===== config.mk =====
export PLATFORM = sky130hd
export DESIGN_NAME = ssef_back
export DESIGN_NICKNAME = d
export VERILOG_FILES = /design/src/sv/ssef_pkg.sv /design/src/sv/ssef_back.sv
export SDC_FILE = /design/constraint.sdc
export NUM_CORES = 1
export LEC_CHECK = 0
export ABC_AREA = 1
export ABC_CLOCK_PERIOD_IN_PS = 5780
export BUFFER_PORTS_ARGS = -buffer_cell sky130_fd_sc_hd__buf_2
export CORE_ASPECT_RATIO = 0.75
export CORE_MARGIN = 8
export CORE_UTILIZATION = 45
export CTS_BUF_LIST = sky130_fd_sc_hd__clkbuf_2 sky130_fd_sc_hd__clkbuf_4 sky130_fd_sc_hd__clkbuf_8
export DETAILED_ROUTE_END_ITERATION = 10
export PLACE_DENSITY = 0.76
export RECOVER_POWER = 50
export SYNTH_ARGS = -nofsm -noshare
export SYNTH_HDL_FRONTEND = slang
export SYNTH_SLANG_ARGS = --single-unit

===== constraint.sdc =====
create_clock -name clk_i -period 5.78 [get_ports clk_i]
set_input_delay 1.156 -clock clk_i [delete_from_list [all_inputs] [get_ports clk_i]]
set_output_delay 1.156 -clock clk_i [all_outputs]
set_load 0.1 [all_outputs]

===== src/sv/ssef_pkg.sv =====
`timescale 1ns / 1ps
`default_nettype none
package ssef_pkg;
  localparam int unsigned COORD_BITS_DEF  = 24;
  localparam int unsigned ID_BITS_DEF     = 16;
  localparam int unsigned COUNT_LIMIT_DEF = 1024;
  localparam int unsigned CFG_IDX_BITS    = 3;
  localparam int unsigned CNT_BITS        = 11;

  // register indexes
  localparam logic [CFG_IDX_BITS-1:0] REG_START_X = 3'd0;
  localparam logic [CFG_IDX_BITS-1:0] REG_START_Y = 3'd1;
  localparam logic [CFG_IDX_BITS-1:0] REG_START_Z = 3'd2;
  localparam logic [CFG_IDX_BITS-1:0] REG_END_X   = 3'd3;
  localparam logic [CFG_IDX_BITS-1:0] REG_END_Y   = 3'd4;
  localparam logic [CFG_IDX_BITS-1:0] REG_END_Z   = 3'd5;
  localparam logic [CFG_IDX_BITS-1:0] REG_MAX     = 3'd6;

  localparam logic KIND_MATCH   = 1'b0;
  localparam logic KIND_SUMMARY = 1'b1;
endpackage
`default_nettype wire


===== src/sv/ssef_back.sv =====
`timescale 1ns / 1ps
`default_nettype none
// Back end: match counting against the limit and result emission.
module ssef_back #(
  parameter int unsigned ID_BITS     = 16,
  parameter int unsigned COUNT_LIMIT = 1024
) (
  input  wire                     clk_i,
  input  wire                     rst_ni,
  input  wire                     q_empty_i,
  input  wire logic [ID_BITS-1:0] q_id_i,
  input  wire                     q_hit_i,
  input  wire                     q_end_i,
  output logic                    q_pop_o,
  input  wire logic [10:0]        max_i,
  output logic                    out_valid_o,
  input  wire                     out_ready_i,
  output logic                    kind_o,
  output logic [ID_BITS-1:0]      matched_id_o,
  output logic [10:0]             match_count_o,
  output logic                    last_o
);
  import ssef_pkg::*;
  localparam logic [10:0] LIM = 11'(COUNT_LIMIT > 2047 ? 2047 : COUNT_LIMIT);

  logic [10:0] cnt_q, cnt_d, lim;
  logic sum_q, sum_d; // match phase of an end item done, summary pending
  logic ov_q, ov_d;
  logic kind_q, kind_d, last_q, last_d;
  logic [ID_BITS-1:0] id_q, id_d;
  logic [10:0] mc_q, mc_d;
  logic take_m, free;

  assign lim   = (max_i > LIM) ? LIM : max_i;
  assign free  = !ov_q || out_ready_i;
  assign take_m = q_hit_i && (cnt_q < lim);

  always_comb begin
    cnt_d = cnt_q; sum_d = sum_q; ov_d = ov_q && !out_ready_i;
    kind_d = kind_q; last_d = last_q; id_d = id_q; mc_d = mc_q;
    q_pop_o = 1'b0;
    if (free && !q_empty_i) begin
      if (sum_q) begin
        ov_d = 1'b1; kind_d = KIND_SUMMARY; id_d = '0; mc_d = cnt_q; last_d = 1'b1;
        cnt_d = '0; sum_d = 1'b0; q_pop_o = 1'b1;
      end else if (take_m) begin
        ov_d = 1'b1; kind_d = KIND_MATCH; id_d = q_id_i; mc_d = cnt_q + 1'b1;
        last_d = !q_end_i; cnt_d = cnt_q + 1'b1;
        if (q_end_i) sum_d = 1'b1; else q_pop_o = 1'b1;
      end else if (q_end_i) begin
        ov_d = 1'b1; kind_d = KIND_SUMMARY; id_d = '0; mc_d = cnt_q; last_d = 1'b1;
        cnt_d = '0; q_pop_o = 1'b1;
      end else begin
        q_pop_o = 1'b1;
      end
    end
  end

  always_ff @(posedge clk_i or negedge rst_ni) begin
    if (!rst_ni) begin
      cnt_q <= '0; sum_q <= 1'b0; ov_q <= 1'b0;
    end else begin
      cnt_q <= cnt_d; sum_q <= sum_d; ov_q <= ov_d;
    end
  end
  always_ff @(posedge clk_i) begin
    kind_q <= kind_d; last_q <= last_d; id_q <= id_d; mc_q <= mc_d;
  end

  assign out_valid_o   = ov_q;
  assign kind_o        = kind_q;
  assign matched_id_o  = id_q;
  assign match_count_o = mc_q;
  assign last_o        = last_q;

`ifndef SYNTHESIS
  a_cnt_lim: assert property (@(posedge clk_i) disable iff (!rst_ni)
    cnt_q <= LIM) else $error("count above limit");
  a_sum_zero: assert property (@(posedge clk_i) disable iff (!rst_ni)
    ov_q && out_ready_i && kind_q == KIND_SUMMARY |-> matched_id_o == '0)
    else $error("summary carries id");
  a_match_notlast: assert property (@(posedge clk_i) disable iff (!rst_ni)
    sum_q |-> ov_q && kind_q == KIND_MATCH && !last_q || $past(sum_q))
    else $error("pending summary without match");
`endif
endmodule
`default_nettype wire

Word level (Yosys, flattened, before mapping):

Index checks and enable logic that the tools add are counted.
W data, S select, Z words.

* add/subtract/negate cells: 1
* order comparisons: 2
* mux-type cells: 23
* reduce and logical (&&, ||, !) cells: 10

Operators with widths (number)
* $mux W11: 7
* $mux W16: 2
* $mux W1: 14
* $add A11 B1 Y11 const B: 1
* $gt A11 B11 Y1 const B: 1
* $lt A11 B11 Y1: 1
* $logic_not A1 Y1: 4
* $logic_and A1 B1 Y1: 3
* $reduce_bool A3 Y1: 1
* $reduce_and A2 Y1: 1
* $logic_or A1 B1 Y1: 1

* bits in registers: 42
* input port bits: 33
* output and inout bits: 31
* word-level logic and storage cells: 43

Logic depth before layout (Yosys ltp):

Gate-level depths: netlist of the first run.

* depth in word-level cells: 7
* depth in mapped cells: 18
* gate-level depth less buffers: 18

Worst setup path before layout of the first run:

Ideal clock, no wire load.

* kind: input to output
* start point: input port max_i[2]
* end point: output port q_pop_o
* arrival: 4.139 ns
* required time: 4.624 ns
* setup slack: 0.485 ns
* stages: 13
* cell sequence: nor4_1 > nand3_1 > nand2_1 > nand2_1 > ha_1 > nand2_1 > nor2_4 > inv_2 > nor2_4 > nand2_4 > nand4_4 > inv_1 > a21oi_1

* longest elaborated chain between the ends: 7

RTL lines
* start: declaration: RTL line ssef_back.sv:15 `input wire logic [10:0] max_i,`
* $gt A11 B11 Y1: RTL line ssef_back.sv:34 `assign lim = (max_i > LIM) ? LIM : max_i;`
* $mux W11 *: RTL line ssef_back.sv:34
* $lt A11 B11 Y1 *: RTL line ssef_back.sv:36 `assign take_m = q_hit_i && (cnt_q < lim);`
* $logic_and A1 B1 Y1 *: RTL line ssef_back.sv:36
* $mux W1 *: RTL line ssef_back.sv:46 `end else if (take_m) begin`
* $mux W1 *: RTL line ssef_back.sv:43 `if (sum_q) begin`
* $mux W1 *: RTL line ssef_back.sv:42 `if (free && !q_empty_i) begin`
* end: declaration: RTL line ssef_back.sv:14 `output logic q_pop_o,`

Mark *: on every way between the ends. The rest lies on a longest branch, timed or not.

Worst setup path in the final report of the first run:

Ends and elaborated chain as after synthesis.

==> results of run 1 <==
## power groups by stage
| stage | logic [mW] | clock network, mW | registers, mW |
|---|---|---|---|
| final | 0.247 | 0.231 | 0.368 |
| after global routing | 0.266 | 0.249 | 0.373 |
| after CTS | 0.261 | 0.238 | 0.368 |
| after detailed placement | 0.261 | 0 | 0.374 |
| after global placement | 0.258 | 0 | 0.374 |
| after floorplan | 0.0870 | 0 | 0.504 |
## stage by stage
step	setup WS [ns]	area (um2)	total power, mW
after global routing	0.766	2680	0.887
final	1.10	2680	0.846
after global placement	1.29	2670	0.632
after CTS	1.21	2780	0.868
after floorplan	0.485	2320	0.591
after detailed placement	1.21	2670	0.636
## layer usage
metal | up-vias | share of wire [%]
li1 | 928 | -
met1 | 818 | 47
met2 | 52 | 44
met3 | 4 | 8.7
met4 | 0 | 0.44
met5 | - | 0
## logic make-up after synthesis
kind of cell,after synthesis,share of synthesized area [%]
AO/OA/AOI/OAI,17,4.75
AND/OR/NAND/NOR,134,26.6
XOR/XNOR,9,3.40
buffers and inverters,36,7.23
adder cells (fa/ha/maj),12,6.47
flip-flops,42,51.6
## placed cells by master (no fill, tap or decap), drive strengths merged
cell type / synthesis / final
a21oi: 6 / 6
ha: 12 / 12
nand3: 5 / 5
nand2: 85 / 85
clkinv: 0 / 2
o21bai: 1 / 1
dfrtp: 13 / 13
o21ai: 10 / 10
inv: 31 / 31
buf: 5 / 31
xor2: 7 / 7
nand3b: 1 / 1
nor3: 1 / 1
nor4: 1 / 1
nand4: 5 / 5
nor2: 36 / 36
edfxtp: 29 / 29
clkbuf: 0 / 38
bufinv: 0 / 1
xnor2: 2 / 2
## registers in the layout, summed over array words and instances, names as in the netlist
| register | cells |
|---|---|
| out_valid_o | 1 |
| matched_id_o | 16 |
| last_o | 1 |
| kind_o | 1 |
| sum_q | 1 |
| cnt_q | 11 |
| match_count_o | 11 |
## cell type report
class / count / area (um2) / area share, %
clock inverter: 3 / 43.8 / 1.63
timing repair buffer: 64 / 279 / 10.4
multi-input combinational: 172 / 900 / 33.6
inverter: 31 / 116 / 4.34
tap: 60 / 75.1 / 2.80
sequential: 42 / 1200 / 44.7
clock buffer: 5 / 68.8 / 2.57
## tightest hold or removal path, delay by kind of cell, from the launching register on
kind,cells,cell delay [ns]
buffers and inverters,1,0.06
AOI/OAI and AO/OA,1,0.06
DFF,1,0.40
## path summary, 6_finish.rpt
kind,startpoint,endpoint,slack (ns),cells after the start
max,max_i[2],q_pop_o,1.10,15
min,out_valid_o$_DFF_PN0_,out_valid_o$_DFF_PN0_,0.55,2
max reg2reg,cnt_q[10]$_DFFE_PN0P_,match_count_o[3]$_DFFE_PP_,2.51,9
min reg2reg,out_valid_o$_DFF_PN0_,out_valid_o$_DFF_PN0_,0.55,2
max in group asynchronous,rst_ni,cnt_q[3]$_DFFE_PN0P_,4.39,1
min in group asynchronous,rst_ni,cnt_q[9]$_DFFE_PN0P_,0.91,1
==> flow_summary.ini, run 1 <==
[cts]
cts_root_buffer = clkbuf_8
cts_resized = 0
cts_hold_buf = 0
clk_path_buf_depth = 2
cts.sinks = 42
clk_latency_ns = 0.29
numCtsBuffers = 5
post_cts_buffers = 0
htreeDepth = 2
clk_pin_slew_ns = 0.08
cts_tree = yes

[timing]
max_slew_margin_pct = -13.7
final-hold-violation-count = 0
worst_pin_slew_ns = 1.71
post-route-period-util_pct = 81.0
clock.fmax_mhz = 214
setup_viol = 0
fin_tns_setup_ns = 0
hold-worst-slack_ns = 0.548
slew_viol_final = 44
fin_crit_ns = 4.68
rsz0062_at_grt = false
finClkSkew_ns = 0.00643

[finish]
fin_cells = 377
syn_to_final_growth_pct = 15.5
layout-drive-gt1-share_pct = 17.0
fill_cells = 485
num_antenna_cells = 0
finalCoreUtilization_pct = 54.4
nets = 361

[placement]
port_buffers = 63
place.detailed.hpwl_mm = 3.58
globalplace.congestion = 0.877
dp_cells = 369

[yosys]
netlist_instances = 250
ys_dominant_reg_cell = edfxtp_1
synth_edf_count = 29
synth_area_per_cell_um2 = 9.28
yosysTopAreaCell = edfxtp_1
ys_async_sr_fraction_pct = 31.0
synth_area_leaders = edfxtp_1 38%, dfrtp_1 14%, nand2_1 12%
synth_area_um2 = 2320
ys_warn_count = 0
synth_commonest_cells = 73 x nand2_1, 34 x nor2_1, 29 x edfxtp_1
synth-seq-cells = 42
ys_types = 28
synth.most_common_cell = nand2_1
synth_top_cell_area_share_pct = 37.5
ys_seq_area_share_pct = 51.6
syn_nets = 295

[global_routing]
grt_max_degree = 44
grt_pass1_vias = 1788
grtUsageMet3_pct = 4.93
grt_use_total_pct = 12.6
grt_pass1_wl_mm = 8.02
grt_overflow = 0
use_met2_pct = 20.9
grt_util_met1_pct = 15.2
busiest_layer = met2
antenna_found_initial = 0

[floorplan]
io_pins = 64
rows = 22
fp.coreArea_um2 = 4930
initial_core_util_pct = 47.1
die_area_um2 = 7730
die_y_um = 78.2
die_w_um = 98.9

[power_and_ir_drop]
irDropWorstVdd_v = 0.000217
pwr-share-comb_pct = 29.2
p_leak_nw = 1.27
switching_power_uw = 322
power_frac_clock_pct = 27.2
cellPowerDensity_nw_per_um2 = 316
p_seq_share_pct = 43.5
swShare_pct = 38.1
p_int_uw = 524

[critical_path]
cp.arrival_ns = 3.52
cp-end-kind = output port
crit_path_top_delay_cell = buf_2
crit_chain = clkbuf_1 > nor4_1 > nand3_1 > nand2_1 > nand2_1 > ha_1 > nand2_1 > nor2_1 > clkinv_1 > nor2_1 > nand2_4 > nand4_1 > inv_1 > a21oi_1 > buf_2
cp_max_fo = 8
required_ns = 4.62
path_delay_family = simple AND/OR/NAND/NOR gates
path_buf_inv = 4
crit_top_cell = nand2_1
worst-setup-path-type = input pin to output port
crit_path_max_incr_delay_ns = 0.44
cp-start-kind = input pin

[routing]
wirelength_mm = 4.80
vias = 1802
antenna_left = 0
drc = 0
drtIter0Drc = 98
routed_via_density = 4.78
drt-wirelength-per-cell_um = 12.7
drtPass1Iterations = 4

[status]
status = finished with violations
violations = max-capacitance violations, max-slew violations

[hold_path]
worstHoldPathType = flop to flop

[flow_run]
maxCapViolCount = 1
No activity file was read; power rests on OpenSTA's default activity.
==> inputs of run 2 (changes only) <==
--- a/config.mk
+++ b/config.mk
@@ -6,7 +6,7 @@
 export NUM_CORES = 1
 export LEC_CHECK = 0
 export ABC_AREA = 1
-export ABC_CLOCK_PERIOD_IN_PS = 5780
+export ABC_CLOCK_PERIOD_IN_PS = 4800
 export BUFFER_PORTS_ARGS = -buffer_cell sky130_fd_sc_hd__buf_2
 export CORE_ASPECT_RATIO = 0.75
 export CORE_MARGIN = 8
==> constraint.sdc (replaced) <==
create_clock -name clk_i -period 4.8 [get_ports clk_i]
set_input_delay 0.96 -clock clk_i [delete_from_list [all_inputs] [get_ports clk_i]]
set_output_delay 0.96 -clock clk_i [all_outputs]
set_load 0.1 [all_outputs]
==> flow_summary.ini, run 2 (synthesis gave the netlist of run 1 again) <==
[power_and_ir_drop]
p_seq_share_pct = 42.9
p_total_mw = 1.03
p_int_uw = 635
power_frac_clock_pct = 27.5
cellPowerDensity_nw_per_um2 = 379
switching_power_uw = 396
pwr-share-comb_pct = 29.6
swShare_pct = 38.4
p_leak_nw = 1.28
irDropWorstVdd_v = 0.000197

[cts]
cts_tree = yes
cts_hold_buf = 0
numCtsBuffers = 5
htreeDepth = 2
clk_latency_ns = 0.30
cts.sinks = 42
clk_pin_slew_ns = 0.08
clk_path_buf_depth = 2
cts_root_buffer = clkbuf_8
cts_resized = 0
post_cts_buffers = 0

[status]
status = finished with violations
violations = max-capacitance violations, max-slew violations

[critical_path]
cp_max_fo = 43
crit_chain = buf_2 > nor4_1 > nand3_1 > nand2_1 > nand2_1 > ha_1 > nand2_1 > nor2_4 > inv_2 > nor2_4 > nand2_1 > nand4_4 > clkbuf_1 > o21ai_1
cp.arrival_ns = 4.11
crit_path_top_delay_cell = clkbuf_1
crit_top_cell = nand2_1
rrSetupSlack_ns = 1.61
worst-setup-path-type = input pin to flop
reg2reg_depth = 9
timing.rr.start = cnt_q[8]$_DFFE_PN0P_
r2r_end = match_count_o[3]$_DFFE_PP_
cp-start-kind = input pin
startpoint = max_i[3]
cp-end-kind = flop
required_ns = 4.77
crit_path_max_incr_delay_ns = 1.28

[floorplan]
initial_core_util_pct = 47.1
die_y_um = 78.2
fp.coreArea_um2 = 4930
io_pins = 64
die_w_um = 98.9
rows = 22
die_area_um2 = 7730

[timing]
slew_viol_final = 44
hold-worst-slack_ns = 0.547
setup_viol = 0
rsz0062_at_grt = false
worst_pin_slew_ns = 1.77
final-hold-violation-count = 0
finClkSkew_ns = 0.00374
max_slew_margin_pct = -18.3
post-route-period-util_pct = 86.3
worst_slack_ns = 0.657
fin_tns_setup_ns = 0
clock.fmax_mhz = 241
fin_crit_ns = 4.14

[placement]
port_buffers = 63
dp_cells = 370
place_ws_ns = 0.715
globalplace.congestion = 0.888
place_area_um2 = 2690
place.detailed.hpwl_mm = 3.63

[routing]
drtIter0Drc = 83
drtPass1Iterations = 4
wirelength_mm = 4.82
drt-wirelength-per-cell_um = 12.7
drc = 0
vias = 1780
routed_via_density = 4.71
antenna_left = 0

[finish]
largest_reg_flops = 16
final_cell_mix = 75 x nand2_1, 34 x nor2_1, 33 x clkbuf_1
layout-drive-gt1-share_pct = 18.2
finalCoreUtilization_pct = 55.3
mostFrequentLayoutCell = nand2_1
multi_input_comb_area_um2 = 921
syn_to_final_growth_pct = 17.4
nets = 362
seq_area_um2 = 1200
num_antenna_cells = 0
finalInstanceArea_um2 = 2720
fill_cells = 464
fin_cells = 378

[flow_run]
maxCapViolCount = 1

[global_routing]
grt_pass1_wl_mm = 8.07
grt_max_degree = 44
grt_pass1_vias = 1790
antenna_found_initial = 0
grt_overflow = 0
grt_use_total_pct = 13.1

[hold_path]
hold_path.startpoint = out_valid_o$_DFF_PN0_
holdPathEnd = out_valid_o$_DFF_PN0_
hold_depth = 2
worstHoldPathType = flop to flop
-- run 2: worst max-delay path: cells and delay by family --
family,cells,cell delay [ns]
simple gates,9,1.16
fa+ha+maj,1,0.30
compound gates,1,0.24
buf+inv,3,1.44
-- run 2: power groups by stage --
stage	Clock [mW]	Combinational [mW]	Sequential, mW
after detailed placement	0	0.321	0.450
after global routing	0.306	0.329	0.447
final	0.283	0.305	0.443
after global placement	0	0.315	0.449
after CTS	0.293	0.322	0.443
after floorplan	0	0.105	0.607
-- run 2: area by class of cell --
cell class | instances | area share, %
Sequential cell | 42 | 43.9
Multi-Input combinational cell | 172 | 33.8
Timing Repair Buffer | 65 | 11.1
Inverter | 31 | 4.27
Tap cell | 60 | 2.76
Clock buffer | 5 | 2.53
Clock inverter | 3 | 1.61
-- run 2: how the worst max path moves through the flow --
stage	to	slack, ns
after floorplan	q_pop_o	0.45
after global placement	q_pop_o	0.87
after detailed placement	q_pop_o	0.71
after CTS	q_pop_o	0.71
after global routing	match_count_o[3]$_DFFE_PP_	0.29
final	match_count_o[3]$_DFFE_PP_	0.66
-- run 2: layer usage --
layer / share of wire, % / GRT usage (%)
met5: 0 / 0
met1: 41 / 14.5
met3: 9.6 / 5.02
met2: 47 / 22.0
met4: 1.7 / 5.80
