===== src/sv/ssef_fifo.sv =====
`timescale 1ns / 1ps
`default_nettype none
// Short queue between the geometry front and the counting back.
module ssef_fifo #(
  parameter int unsigned W     = 8,
  parameter int unsigned DEPTH = 8
) (
  input  wire              clk_i,
  input  wire              rst_ni,
  input  wire              push_i,
  input  wire logic [W-1:0] wdata_i,
  input  wire              pop_i,
  output logic [W-1:0]     rdata_o,
  output logic             empty_o,
  output logic [$clog2(DEPTH+1)-1:0] count_o
);
  localparam int unsigned AB = $clog2(DEPTH);
  logic [W-1:0] mem_q [DEPTH];
  logic [AB-1:0] wp_q, rp_q;
  logic [$clog2(DEPTH+1)-1:0] cnt_q;

  always_ff @(posedge clk_i or negedge rst_ni) begin
    if (!rst_ni) begin
      wp_q <= '0; rp_q <= '0; cnt_q <= '0;
    end else begin
      if (push_i) wp_q <= (wp_q == AB'(DEPTH-1)) ? '0 : wp_q + 1'b1;
      if (pop_i)  rp_q <= (rp_q == AB'(DEPTH-1)) ? '0 : rp_q + 1'b1;
      cnt_q <= cnt_q + {{($bits(cnt_q)-1){1'b0}}, push_i} - {{($bits(cnt_q)-1){1'b0}}, pop_i};
    end
  end

  always_ff @(posedge clk_i) begin
    if (push_i) mem_q[wp_q] <= wdata_i;
  end

  assign rdata_o = mem_q[rp_q];
  assign empty_o = (cnt_q == '0);
  assign count_o = cnt_q;

`ifndef SYNTHESIS
  a_no_over: assert property (@(posedge clk_i) disable iff (!rst_ni)
    cnt_q == DEPTH |-> !push_i || pop_i) else $error("queue overflow");
  a_no_under: assert property (@(posedge clk_i) disable iff (!rst_ni)
    empty_o |-> !pop_i) else $error("queue underflow");
  a_count: assert property (@(posedge clk_i) disable iff (!rst_ni)
    push_i && !pop_i |=> cnt_q == $past(cnt_q) + 1'b1) else $error("count slip");
`endif
endmodule
`default_nettype wire


===== config.mk =====
export PLATFORM = sky130hd
export DESIGN_NAME = ssef_fifo
export DESIGN_NICKNAME = d
export VERILOG_FILES = /design/src/sv/ssef_fifo.sv
export SDC_FILE = /design/constraint.sdc
export NUM_CORES = 1
export LEC_CHECK = 0
export ABC_AREA = 1
export ABC_CLOCK_PERIOD_IN_PS = 1900
export BUFFER_PORTS_ARGS = -buffer_cell sky130_fd_sc_hd__buf_2
export CAP_MARGIN = 5
export CORE_MARGIN = 2
export CORE_UTILIZATION = 31
export CTS_BUF_LIST = sky130_fd_sc_hd__clkbuf_2
export CTS_CLUSTER_SIZE = 28
export DETAILED_ROUTE_END_ITERATION = 16
export PLACE_DENSITY = 0.44
export RECOVER_POWER = 25
export SYNTH_ARGS = -nofsm -noshare
export SYNTH_HDL_FRONTEND = slang
export SYNTH_SLANG_ARGS = --single-unit

===== constraint.sdc =====
create_clock -name clk_i -period 1.9 [get_ports clk_i]
set_clock_uncertainty 0.15 [all_clocks]
set_input_delay 0.285 -clock clk_i [delete_from_list [all_inputs] [get_ports clk_i]]
set_output_delay 0.285 -clock clk_i [all_outputs]
set_load 0.05 [all_outputs]

# Word-level counts from Yosys, hierarchy flattened
# Memories as Yosys holds them, arrays and structs flattened.
# Cells that the tools add are included.
# classes
n_mux	4
n_eq_ne	2
n_reduce_logical	1
n_addsub	4
# op_table
cell	n
$add 3x1->3 const B	2
$eq 3x3->1 const B	2
$mux 3	2
$add 4x1->4	1
$logic_not 4->1	1
$sub 4x1->4	1
$mux 1	2
# word_totals
elab_cells	15
ff_bits	10
mem_bits_rw	64
in_bits	12
out_inout_bits	13
memories	1
# mem_list
name	words	width	read_ports	rd_clocked_by_memory_dff	write_ports	line	text
mem_q	8	8	1	0	1	18	logic [W-1:0] mem_q [DEPTH];

# Logic depth before layout (Yosys ltp)
# Gate-level depths: netlist of the first run.
# depth
depth_word	2
mapped_depth	8
ltp_nobuf	7

# Worst setup path after synthesis of the first run
# OpenSTA, ideal clock, no wires.
# synth_timing
path_type	reg2reg
start	reg cnt_q[0], in the netlist count_o[0]
end	reg cnt_q[2], in the netlist count_o[2]
period_less_slack_ns	1.997
path_stages_with_launch	7
arrival_ns	1.724
n_path_buf	0
path_slack_ns	-0.097
setup_ns	0.123
required_time_ns	1.627
cell_sequence	dfrtp_1 inv_1 ha_1 inv_1 ha_1 fa_1 xor2_1
# synth_via
elab_chain_cells	2
# synth_rtl
item	line	text
start: declaration	20	logic [$clog2(DEPTH+1)-1:0] cnt_q;
start signal: assignment	28	cnt_q <= cnt_q + {{($bits(cnt_q)-1){1'b0}}, push_i} - {{($bits(cnt_q)-1){1'b0}}, pop_i};
$add 4x1->4	28	
$sub 4x1->4	28	
# Every way passes these cells.
# A chain may end at the register's enable or synchronous reset.

# Worst setup path after layout of the first run
# layout_timing
start	reg rp_q[0]
end	out rdata_o[0]
# layout_via
elab_chain_cells	1
# layout_rtl
item	line	text
start: declaration	19	logic [AB-1:0] wp_q, rp_q;
start signal: assignment	27	if (pop_i) rp_q <= (rp_q == AB'(DEPTH-1)) ? '0 : rp_q + 1'b1;
$mem_v2 8x8	-	
end: declaration	13	output logic [W-1:0] rdata_o,
# Every way passes these cells.

==> summary.md, run 1 <==
| Metric | Value |
|---|---|
| Storage element area | `2176 um2` |
| DRT antenna net count | `0` |
| Core Region | `10790 um2` |
| # DRC | `0` |
| Initial antenna violation count | `0` |
| Placed Instance Area | `3772 um2` |
| Maximum vdd drop | `845.0 uV` |
| Num rows | `38` |
| FILL cells | `1072` |
| Worst hold slack | `0.4106 ns` |
| Most frequent cells in the layout | `106 x nand2_1, 74 x inv_1, 64 x edfxtp_1, 33 x nand3_1, 24 x buf_4` |
| Worst Path Arrival | `1.76 ns` |
| DIE WIDTH | `108.8 um` |
| Routed len/inst | `13.99 um` |
| Worst-Margin Slew | `0.5315 ns` |
| Switching pwr | `2593 uW` |
| Most common cell after layout, fill and taps aside | `nand2_1` |
| Crit path kind | `register to output port` |
| Clock group share of total power | `15.6%` |
| Switching share of power | `42.31%` |
| PwrDens | `1441 nW/um2` |
| P&R area growth vs syn | `24.87%` |
| First-pass detailed-route iteration total | `4` |
| DR vias/cell | `4.320` |
| I/O pin count | `25` |
| R2r setup slk | `0.13 ns` |
| CTS tree | `done` |
| GP Congestion | `0.8358` |
| Mapped Area | `3406 um2` |
| Final hold violations | `0` |
| Clock latency on the worst-skew pair | `0.50 ns` |
| First-pass GRT wire length | `12.61 mm` |
| Worst reg2reg endpoint | `count_o[3]` |
| Failing checks | `setup timing` |
| Syn_nets | `365` |
| Synth Warn # | `0` |
| Yosys reg bits | `74` |
| Pre-CTS setup slack | `0.1241 ns` |
| Nets | `432` |
| Port bufs | `24` |
| Largest net degree at the start of global routing | `29` |
| Post-Syn Instances | `343` |
| Peak Freq | `455.2 MHz` |
| Initial DRC count | `121` |
| Critical Path RT | `1.46 ns` |
| Max Slew Vio Count | `0` |
| Initial core utilization | `31.56%` |
| Worst hold endpoint | `rp_q[0]` |
| Dpl hpwl | `5.034 mm` |
| DR vias | `2389` |
| Hold Startpoint | `pop_i` |
| Min cycle time layout | `2.197 ns` |
| Critical Path Source Type | `register` |
| Worst hold path depth | `3` |
| Nature of the critical path endpoint | `output port` |
| Antenna diode count | `0` |
| H-tree depth | `3` |
| Synth unique cells | `17` |
| RSZ-0062 raised after global routing | `yes` |
| P_int | `3535 uW` |
| DIE HEIGHT | `108.8 um` |
| Sequential share of power | `35.3%` |
| Worst reg-to-reg path cell count | `9` |
| Average cell area after synthesis | `9.929 um2` |
| Sequential-to-total area share from yosys stat | `63.78%` |
| Total power | `6128 uW` |
| Lkg Pwr | `0.001987 uW` |
| Fin area | `4253 um2` |
| Maximum root-to-sink buffer count | `2` |
| Gate power share | `49.1%` |
| Clock Sinks | `74` |
| Tcrit/Tclk final | `115.6%` |
| Final setup margin | `-0.2970 ns` |
| Total global-route track usage | `14.75%` |
| Max_cap viols | `0` |
| Vias in the first global route | `2371` |
| R2R Path Start | `count_o[2]` |
| CP Max Fanout | `5` |
| Global route total overflow | `0` |
| CTS buffer count | `9` |
| Worst rel slew slack | `64.45%` |
| Final wirelength | `7.737 mm` |
| Type of the worst min-delay path | `input pin to register` |
| Clock Tree Root | `clkbuf_2` |
| Die ar. | `11840 um2` |
| Clock-pin slew on the worst setup and hold paths | `0.20 ns` |
| Share of cells above drive strength 1 | `21.07%` |
| Setup violators final | `8` |
| Area occupied by multi-input gates | `903.4 um2` |
| Crit path from | `rp_q[0]` |
| Status | `complete, but fails checks` |
==> worst max-delay path: stages, from the launching register on <==
cell	delay [ns]
dfrtp_2	0.49
buf_8	0.16
buf_6	0.13
nand2_1	0.06
nand3_1	0.07
nand2_1	0.06
nand2_1	0.05
nand2_1	0.09
buf_6	0.16
==> Yosys cell counts <==
cell,n,share of area (%)
nor2_1,9,0.99
nand2_1,114,13
inv_4,1,0.18
o21ai_0,6,0.88
inv_2,1,0.11
fa_1,1,0.59
nand3_1,37,5.4
inv_1,76,8.4
buf_2,1,0.15
buf_6,6,2.0
buf_4,4,0.88
xor2_1,2,0.51
clkinv_1,1,0.11
ha_1,9,3.3
dfrtp_1,10,7.3
edfxtp_1,64,56
a21oi_1,1,0.15
==> how the worst max path moves through the flow <==
stage | end | slack, ns | cells past startpoint
after CTS | rdata_o[0] | -0.35 | 8
after global placement | rdata_o[4] | 0.15 | 7
after global routing | rdata_o[0] | -0.40 | 8
after floorplan | count_o[2] | 0.04 | 6
final | rdata_o[0] | -0.30 | 8
after detailed placement | rdata_o[4] | 0.12 | 7
==> cells by family after synthesis <==
family / Yosys count / synth area share, %
buffers and inverters: 90 / 11.79
AO/OA/AOI/OAI: 7 / 1.029
adder cells (fa/ha/maj): 10 / 3.894
AND/OR/NAND/NOR: 160 / 18.99
flip-flops: 74 / 63.78
XOR/XNOR: 2 / 0.5144
==> metal layers <==
metal | GRT usage (%) | share of wire (%) | vias to the layer above
li1 | - | - | 1195
met3 | 2.570 | 4.5 | 16
met2 | 23.75 | 48 | 55
met5 | 0 | 0 | -
met1 | 19.13 | 45 | 1123
met4 | 7.509 | 2.9 | 0
==> layout make-up <==
class                   instances  area share (%)
clock buffers                   9           1.059
repair buffers                 64           12.50
repair inverters                3          0.8532
flip-flops and latches         74           51.16
inverters                      79           7.149
clock inverters                 5           1.912
multi-input cells             179           21.24
well taps                     140           4.119
==> power by group through the flow <==
stage,sequential [uW],combinational (uW),clock (uW)
6_report,2170,3010,954
2_1_floorplan,2310,1700,0
3_3_place_gp,2190,2470,0
3_5_place_dp,2190,2480,0
5_1_grt,2200,3320,1040
4_1_cts,2170,2940,991
==> timing repair <==
action | CTS | global route
hold endpoints to repair | 81 | 0
gates resized for setup | 36 | 14
pin swaps | 3 | 9
buffers inserted | 8 | 0
hold buffers | 12 | 0
setup endpoints to repair | 9 | 10
cloned | 2 | 1
==> sequential cells by signal, summed over array words and instances (netlist names) <==
register  cells
rp_q          3
mem_q        64
wp_q          3
count_o       4
==> per-stage QoR <==
stage               TNS, ns  utilization (%)  cells
floorplan                 0                -    343
global placement          0            34.95    517
detailed placement        0            34.95    517
CTS                  -2.652            39.00    553
global route         -3.141            39.40    553
finish               -2.091            39.40    553
Power figures use the tool's default switching activity.
==> inputs of run 2 (changes only) <==
--- a/constraint.sdc
+++ b/constraint.sdc
@@ -3,3 +3,3 @@
 set_input_delay 0.285 -clock clk_i [delete_from_list [all_inputs] [get_ports clk_i]]
 set_output_delay 0.285 -clock clk_i [all_outputs]
-set_load 0.05 [all_outputs]
+set_load 0.005 [all_outputs]
==> run 2 against run 1 <==
  * The run still ends with setup timing left
  * Clock-buffer cell count increased by 1
  * Setup slack improved by 0.050 ns
  * Power shrank 21%
  * Design area fell by 4.2%
  * Die area stayed put
  * Critical path depth stayed put
  * Register-to-register slack improved by 0.06 ns
  * Via count shrank 5.1%
  * Sequential share of layout area increased by 2.2 points
  * Utilization is 1.7 points lower
  * Clock power fell by 22%
  * Critical path type unchanged
  * Critical endpoint is now rdata_o[7]
  * Largest cell class unchanged
==> summary.md, run 2 (synthesis results as in run 1) <==
| Metric | Value |
|---|---|
| Status | `complete, but fails checks` |
| Failing checks | `setup timing` |
| CP Max Fanout | `17` |
| Storage element area | `2173 um2` |
| Routed wire length on met3 | `147 um` |
| Antenna diode count | `0` |
| Most common cell after layout, fill and taps aside | `nand2_1` |
| Maximum vdd drop | `445.2 uV` |
| Largest net degree at the start of global routing | `35` |
| Die ar. | `11840 um2` |
| Most frequent cells in the layout | `112 x nand2_1, 74 x inv_1, 64 x edfxtp_1, 36 x nand3_1, 23 x buf_4` |
| CTS buffer count | `9` |
| GP Congestion | `0.7419` |
| FILL cells | `1091` |
| Fin area | `4073 um2` |
| Switching share of power | `38.37%` |
| DR vias/cell | `4.114` |
| Setup violators final | `8` |
| Placed Instance Area | `3756 um2` |
| Total global-route track usage | `13.52%` |
| Gate power share | `40.4%` |
| Type of the worst min-delay path | `input pin to register` |
| Critical path cell sequence | `buf_4, clkinv_8, nand2_1, nand3_1, nand2_1, nand2_1, nand2_1, buf_2` |
| Nature of the critical path endpoint | `output port` |
| I/O pin count | `25` |
| Clock Sinks | `74` |
| Nets | `428` |
| Critical Path Max Stage Delay | `0.50 ns` |
| Most used cell, CP | `nand2_1` |
| Flip-flop count of the largest register after layout | `64` |
| Dpl hpwl | `4.869 mm` |
| Critical Path RT | `1.46 ns` |
| Post-route core utilization | `37.73%` |
| Vias in the first global route | `2118` |
| Num rows | `38` |
| Max Slew Vio Count | `0` |
| Worst reg-to-reg path cell count | `6` |
| Crit path kind | `register to output port` |
| Tcrit/Tclk final | `113.0%` |
| Global route total overflow | `0` |
| Clock latency on the worst-skew pair | `0.50 ns` |
| RSZ-0062 raised after global routing | `yes` |
| P_int | `2989 uW` |
| DIE HEIGHT | `108.8 um` |
| Critical path's slowest cell | `dfrtp_2` |
| Share of cells above drive strength 1 | `16.55%` |
| Area occupied by multi-input gates | `854.6 um2` |
| Sequential share of power | `44.2%` |
| R2R Path Start | `count_o[0]` |
| # placed instances | `517` |
| CTS tree | `done` |
| Port bufs | `24` |
| Initial DRC count | `136` |
| Max_cap viols | `0` |
| R2r setup slk | `0.19 ns` |
| Lkg Pwr | `0.001922 uW` |
| Initial core utilization | `31.56%` |
| Finished Layout Cells | `551` |
| Switching pwr | `1861 uW` |
| Worst reg2reg endpoint | `count_o[2]` |
| First-pass GRT wire length | `11.61 mm` |
| Clock Tree Root | `clkbuf_2` |
| Biggest register | `mem_q` |
| Critical Path Source Type | `register` |
| Initial antenna violation count | `0` |
| DRT antenna net count | `0` |
| Min cycle time layout | `2.147 ns` |
| Worst hold path depth | `3` |
| Worst-Margin Slew | `0.4609 ns` |
| Setup TNS | `-1.798 ns` |
| Clock-pin slew on the worst setup and hold paths | `0.22 ns` |
| Final setup margin | `-0.2470 ns` |
| Worst rel slew slack | `69.28%` |
| Final wirelength | `7.501 mm` |
| H-tree depth | `3` |
| Clock group share of total power | `15.4%` |
| P&R area growth vs syn | `19.58%` |
| PwrDens | `1191 nW/um2` |
| Final hold violations | `0` |
| Maximum root-to-sink buffer count | `2` |
| First-pass detailed-route iteration total | `5` |
| DIE WIDTH | `108.8 um` |
| Top routing layer in use | `met4` |
| Worst Path Arrival | `1.71 ns` |
| M1 WL | `3.673 mm` |
| Worst hold endpoint | `rp_q[0]` |
| # DRC | `0` |
| DR vias | `2267` |
| DR WL met2 | `3.577 mm` |
| Routed len/inst | `13.61 um` |
| Peak Freq | `465.8 MHz` |
| Core Region | `10790 um2` |
| Hold Startpoint | `pop_i` |
[run 2: power groups by stage]
stage | combinational (uW) | clock [uW] | sequential [uW]
5_1_grt | 2240 | 827 | 2170
4_1_cts | 1870 | 769 | 2150
3_5_place_dp | 1830 | 0 | 2170
2_1_floorplan | 1200 | 0 | 2150
6_report | 1960 | 746 | 2140
3_3_place_gp | 1820 | 0 | 2160
[run 2: routing by layer]
layer  vias up  track usage, %
met1      1047           18.42
met3        10           1.973
met4         0           5.220
met5         -               0
li1       1190               -
met2        20           21.83
[run 2: through the flow]
| stage | hold slack (ns) | total power, uW | worst slack (ns) |
|---|---|---|---|
| floorplan | -0.1606 | 3359 | 0.2511 |
| global placement | 0.01820 | 3984 | 0.1823 |
| detailed placement | 0.01888 | 4004 | 0.1535 |
| CTS | 0.3888 | 4789 | -0.2958 |
| global route | 0.4080 | 5243 | -0.3706 |
| finish | 0.4199 | 4849 | -0.2470 |
[run 2: worst max-delay path by stage]
stage | cells after the start | end | from
after global placement | 6 | count_o[2] | pop_i
after CTS | 7 | rdata_o[0] | rp_q[0]
after detailed placement | 6 | count_o[2] | pop_i
after global routing | 7 | rdata_o[2] | rp_q[0]
after floorplan | 6 | count_o[2] | count_o[0]
final | 8 | rdata_o[7] | rp_q[0]
[run 2: cell type report]
type | count | share of cell area [%]
clock buffer | 10 | 1.229
clock inverter | 6 | 1.045
inverter | 79 | 7.650
multi-input combinational | 179 | 20.98
sequential | 74 | 53.36
tap | 140 | 4.301
timing repair buffer | 62 | 11.03
timing repair inverter | 1 | 0.3994
[run 2: timing repair]
item | CTS | global route
hold buffers | 13 | 0
setup buffers | 0 | 4
setup endpoints to repair | 8 | 9
gates resized for setup | 6 | 10
gates cloned | 0 | 1
hold endpoints to repair | 81 | 0
pin swaps | 0 | 3
[run 2: worst max-delay path: cells and delay by family (launching register included)]
kind / cells / cell delay [ns]
buffers and inverters: 3 / 0.40
flip-flops: 1 / 0.50
AND/OR/NAND/NOR: 5 / 0.31
==> inputs of run 3 (changes only) <==
- ABC_AREA: 1 -> default
==> run 3 against run 2 <==
  * The run still ends with setup timing left
  * Setup slack worse by 0.21 ns
  * Design area shrank 9.8%
  * Area after synthesis shrank 11%
  * Via count is 31% lower
  * Maximum frequency shrank 8.8%
  * Register-to-register slack lost 0.03 ns
  * Highest routed layer unchanged
  * Synthesized cell count fell by 52%
  * Global-route usage fell by 0.95 points
  * Sequential cell count is the same
  * Sequential share of layout area rose by 5.8 points
  * Hold slack lost 0.0040 ns
  * Critical endpoint is now rdata_o[4]
==> summary.md, run 3 <==
| Metric | Value |
|---|---|
| Compound-Gate Fraction of Synth Area | `0.7429%` |
| Antenna diode count | `0` |
| Type of the worst min-delay path | `input pin to register` |
| Ys async rst share | `13.51%` |
| Top cells by area, synth | `edfxtp_1 63%, dfrtp_1 8.3%, mux4_1 6.9%` |
| Most common cell in the synthesized netlist | `edfxtp_1` |
| Mapped Area | `3032 um2` |
| DR vias/cell | `4.367` |
| CP Max Fanout | `6` |
| Clock latency on the worst-skew pair | `0.49 ns` |
| Failing checks | `setup timing` |
| P&R area growth vs syn | `21.17%` |
| Critical Path Source Type | `register` |
| Critical Path RT | `1.46 ns` |
| Pre-CTS setup slack | `0.02916 ns` |
| Ys flop type | `edfxtp_1` |
| Final setup margin | `-0.4544 ns` |
| Initial antenna violation count | `0` |
| CTS buffer count | `9` |
| GP Congestion | `0.6952` |
| Dpl hpwl | `3.811 mm` |
| Routed len/inst | `16.77 um` |
| Mux cell area share after synthesis | `14.36%` |
| Main combinational cell family by area after synthesis | `multiplexers` |
| Synth area leader | `edfxtp_1` |
| Worst Path Arrival | `1.92 ns` |
| Share of Yosys cell area claimed by the top area cell type | `63.39%` |
| Most frequent cells in the layout | `64 x edfxtp_1, 22 x nand2_1, 16 x mux4_2, 14 x buf_2, 12 x dlygate4sd3_1` |
| Initial DRC count | `75` |
| Storage element area | `2173 um2` |
| Core Region | `9639 um2` |
| Worst hold slack | `0.4159 ns` |
| Simple-gate portion of the synthesized area | `5.778%` |
| Clock Sinks | `74` |
| Average cell area after synthesis | `18.37 um2` |
| Peak Freq | `424.7 MHz` |
| Worst hold path depth | `3` |
| Nature of the critical path endpoint | `output port` |
| Post-route core utilization | `38.11%` |
| Status | `complete, but fails checks` |
| Synth unique cells | `22` |
| Biggest register | `mem_q` |
| Maximum vdd drop | `475.0 uV` |
| Yosys reg bits | `74` |
| Worst reg-to-reg path cell count | `6` |
| FILL cells | `916` |
| Crit path kind | `register to output port` |
| DIE HEIGHT | `102.9 um` |
| DRT antenna net count | `0` |
| Final wirelength | `6.037 mm` |
| Num rows | `36` |
| # DRC | `0` |
| Most common cell after layout, fill and taps aside | `edfxtp_1` |
| Initial core utilization | `31.45%` |
| Post-synth EDFFs | `64` |
| First-pass detailed-route iteration total | `4` |
| Synth Area in Adders | `4.375%` |
| Min cycle time layout | `2.354 ns` |
| PwrDens | `1402 nW/um2` |
| Tcrit/Tclk final | `123.9%` |
| Worst rel slew slack | `66.18%` |
| DR vias | `1572` |
| H-tree depth | `3` |
| Critical path's slowest cell | `dfrtp_2` |
| Worst-Margin Slew | `0.5057 ns` |
| Final hold violations | `0` |
| Total power | `5151 uW` |
| Xor/xnor share of the synthesized area | `0.5778%` |
| Critical Path Max Stage Delay | `0.50 ns` |
| DIE WIDTH | `102.9 um` |
| Max Slew Vio Count | `0` |
| Port bufs | `24` |
| Post-Syn Instances | `165` |
| Flip-flop count of the largest register after layout | `64` |
| Area occupied by multi-input gates | `783.3 um2` |
| Setup violators final | `8` |
| Largest net degree at the start of global routing | `19` |
| Max_cap viols | `0` |
| Die ar. | `10590 um2` |
| CTS tree | `done` |
| Critical path cell sequence | `buf_12, mux4_2, nand2_1, nand2_2, buf_2` |
| Maximum root-to-sink buffer count | `2` |
| First-pass GRT wire length | `9.294 mm` |
| Clock Tree Root | `clkbuf_2` |
| Clock-pin slew on the worst setup and hold paths | `0.20 ns` |
| Vias in the first global route | `1671` |
| Syn_nets | `187` |
| Nets | `244` |
| Synth cell count leaders | `64 x edfxtp_1, 27 x nand2_1, 10 x dfrtp_1` |
| Sequential-to-total area share from yosys stat | `71.65%` |
| Global route total overflow | `0` |
| RSZ-0062 raised after global routing | `yes` |
| Share of cells above drive strength 1 | `33.92%` |
| Total global-route track usage | `12.57%` |
| Synth Warn # | `0` |
| Lkg Pwr | `0.001347 uW` |
| I/O pin count | `25` |
| R2r setup slk | `0.16 ns` |
-- run 3: worst max-delay path: cells and delay by family, from the launching register on --
family / cells / cell delay [ns]
flip-flops: 1 / 0.50
multiplexers: 1 / 0.49
buffers and inverters: 2 / 0.28
AND/OR/NAND/NOR: 2 / 0.16
-- run 3: final timing paths --
kind / startpoint / end
max: rp_q[0] / rdata_o[4]
min: pop_i / rp_q[1]
max reg2reg: count_o[0] / count_o[2]
min reg2reg: wp_q[2] / wp_q[2]
max in group asynchronous: rst_ni / rp_q[0]
min in group asynchronous: rst_ni / count_o[2]
-- run 3: cell type report --
| cell class | instances | area share, % |
|---|---|---|
| multi-input cells | 78 | 21.32 |
| flip-flops and latches | 74 | 59.16 |
| inverters | 8 | 0.8174 |
| well taps | 133 | 4.530 |
| repair buffers | 51 | 11.04 |
| clock buffers | 9 | 1.226 |
| clock inverters | 7 | 1.907 |
-- run 3: metal layers --
layer / vias up / wire (um) / track usage (%)
li1: 740 / - / -
met1: 791 / 2767 / 16.32
met2: 29 / 2981 / 20.18
met3: 12 / 158 / 2.508
met4: 0 / 129 / 6.275
met5: - / 0 / 0
-- run 3: kinds of logic (layout without fill, tap and decap cells) --
| group | count (synthesis) | count (layout) |
|---|---|---|
| fa+ha+maj | 10 | 10 |
| buf+inv | 13 | 75 |
| flops | 74 | 74 |
| compound gates | 4 | 4 |
| mux | 20 | 20 |
| xor+xnor | 2 | 2 |
| simple gates | 42 | 42 |
-- run 3: stage by stage --
step	cells	TNS (ns)	instance area, um2
2_1_floorplan	165	0	3032
3_3_place_gp	329	0	3387
3_5_place_dp	329	0	3387
4_1_cts	361	-4.175	3674
5_1_grt	360	-4.696	3674
6_report	360	-3.485	3674
-- run 3: timing repair --
action / CTS / global route
setup buffers: 3 / 0
hold buffers: 12 / 0
cloned: 1 / 0
hold endpoints to repair: 81 / 0
resized for setup: 12 / 13
endpoints found under the setup margin: 9 / 9
pin swaps: 6 / 7
-- run 3: where the power goes --
part | internal (uW) | switching (uW)
registers | 2090 | 157
clock network | 301 | 549
logic | 1080 | 979
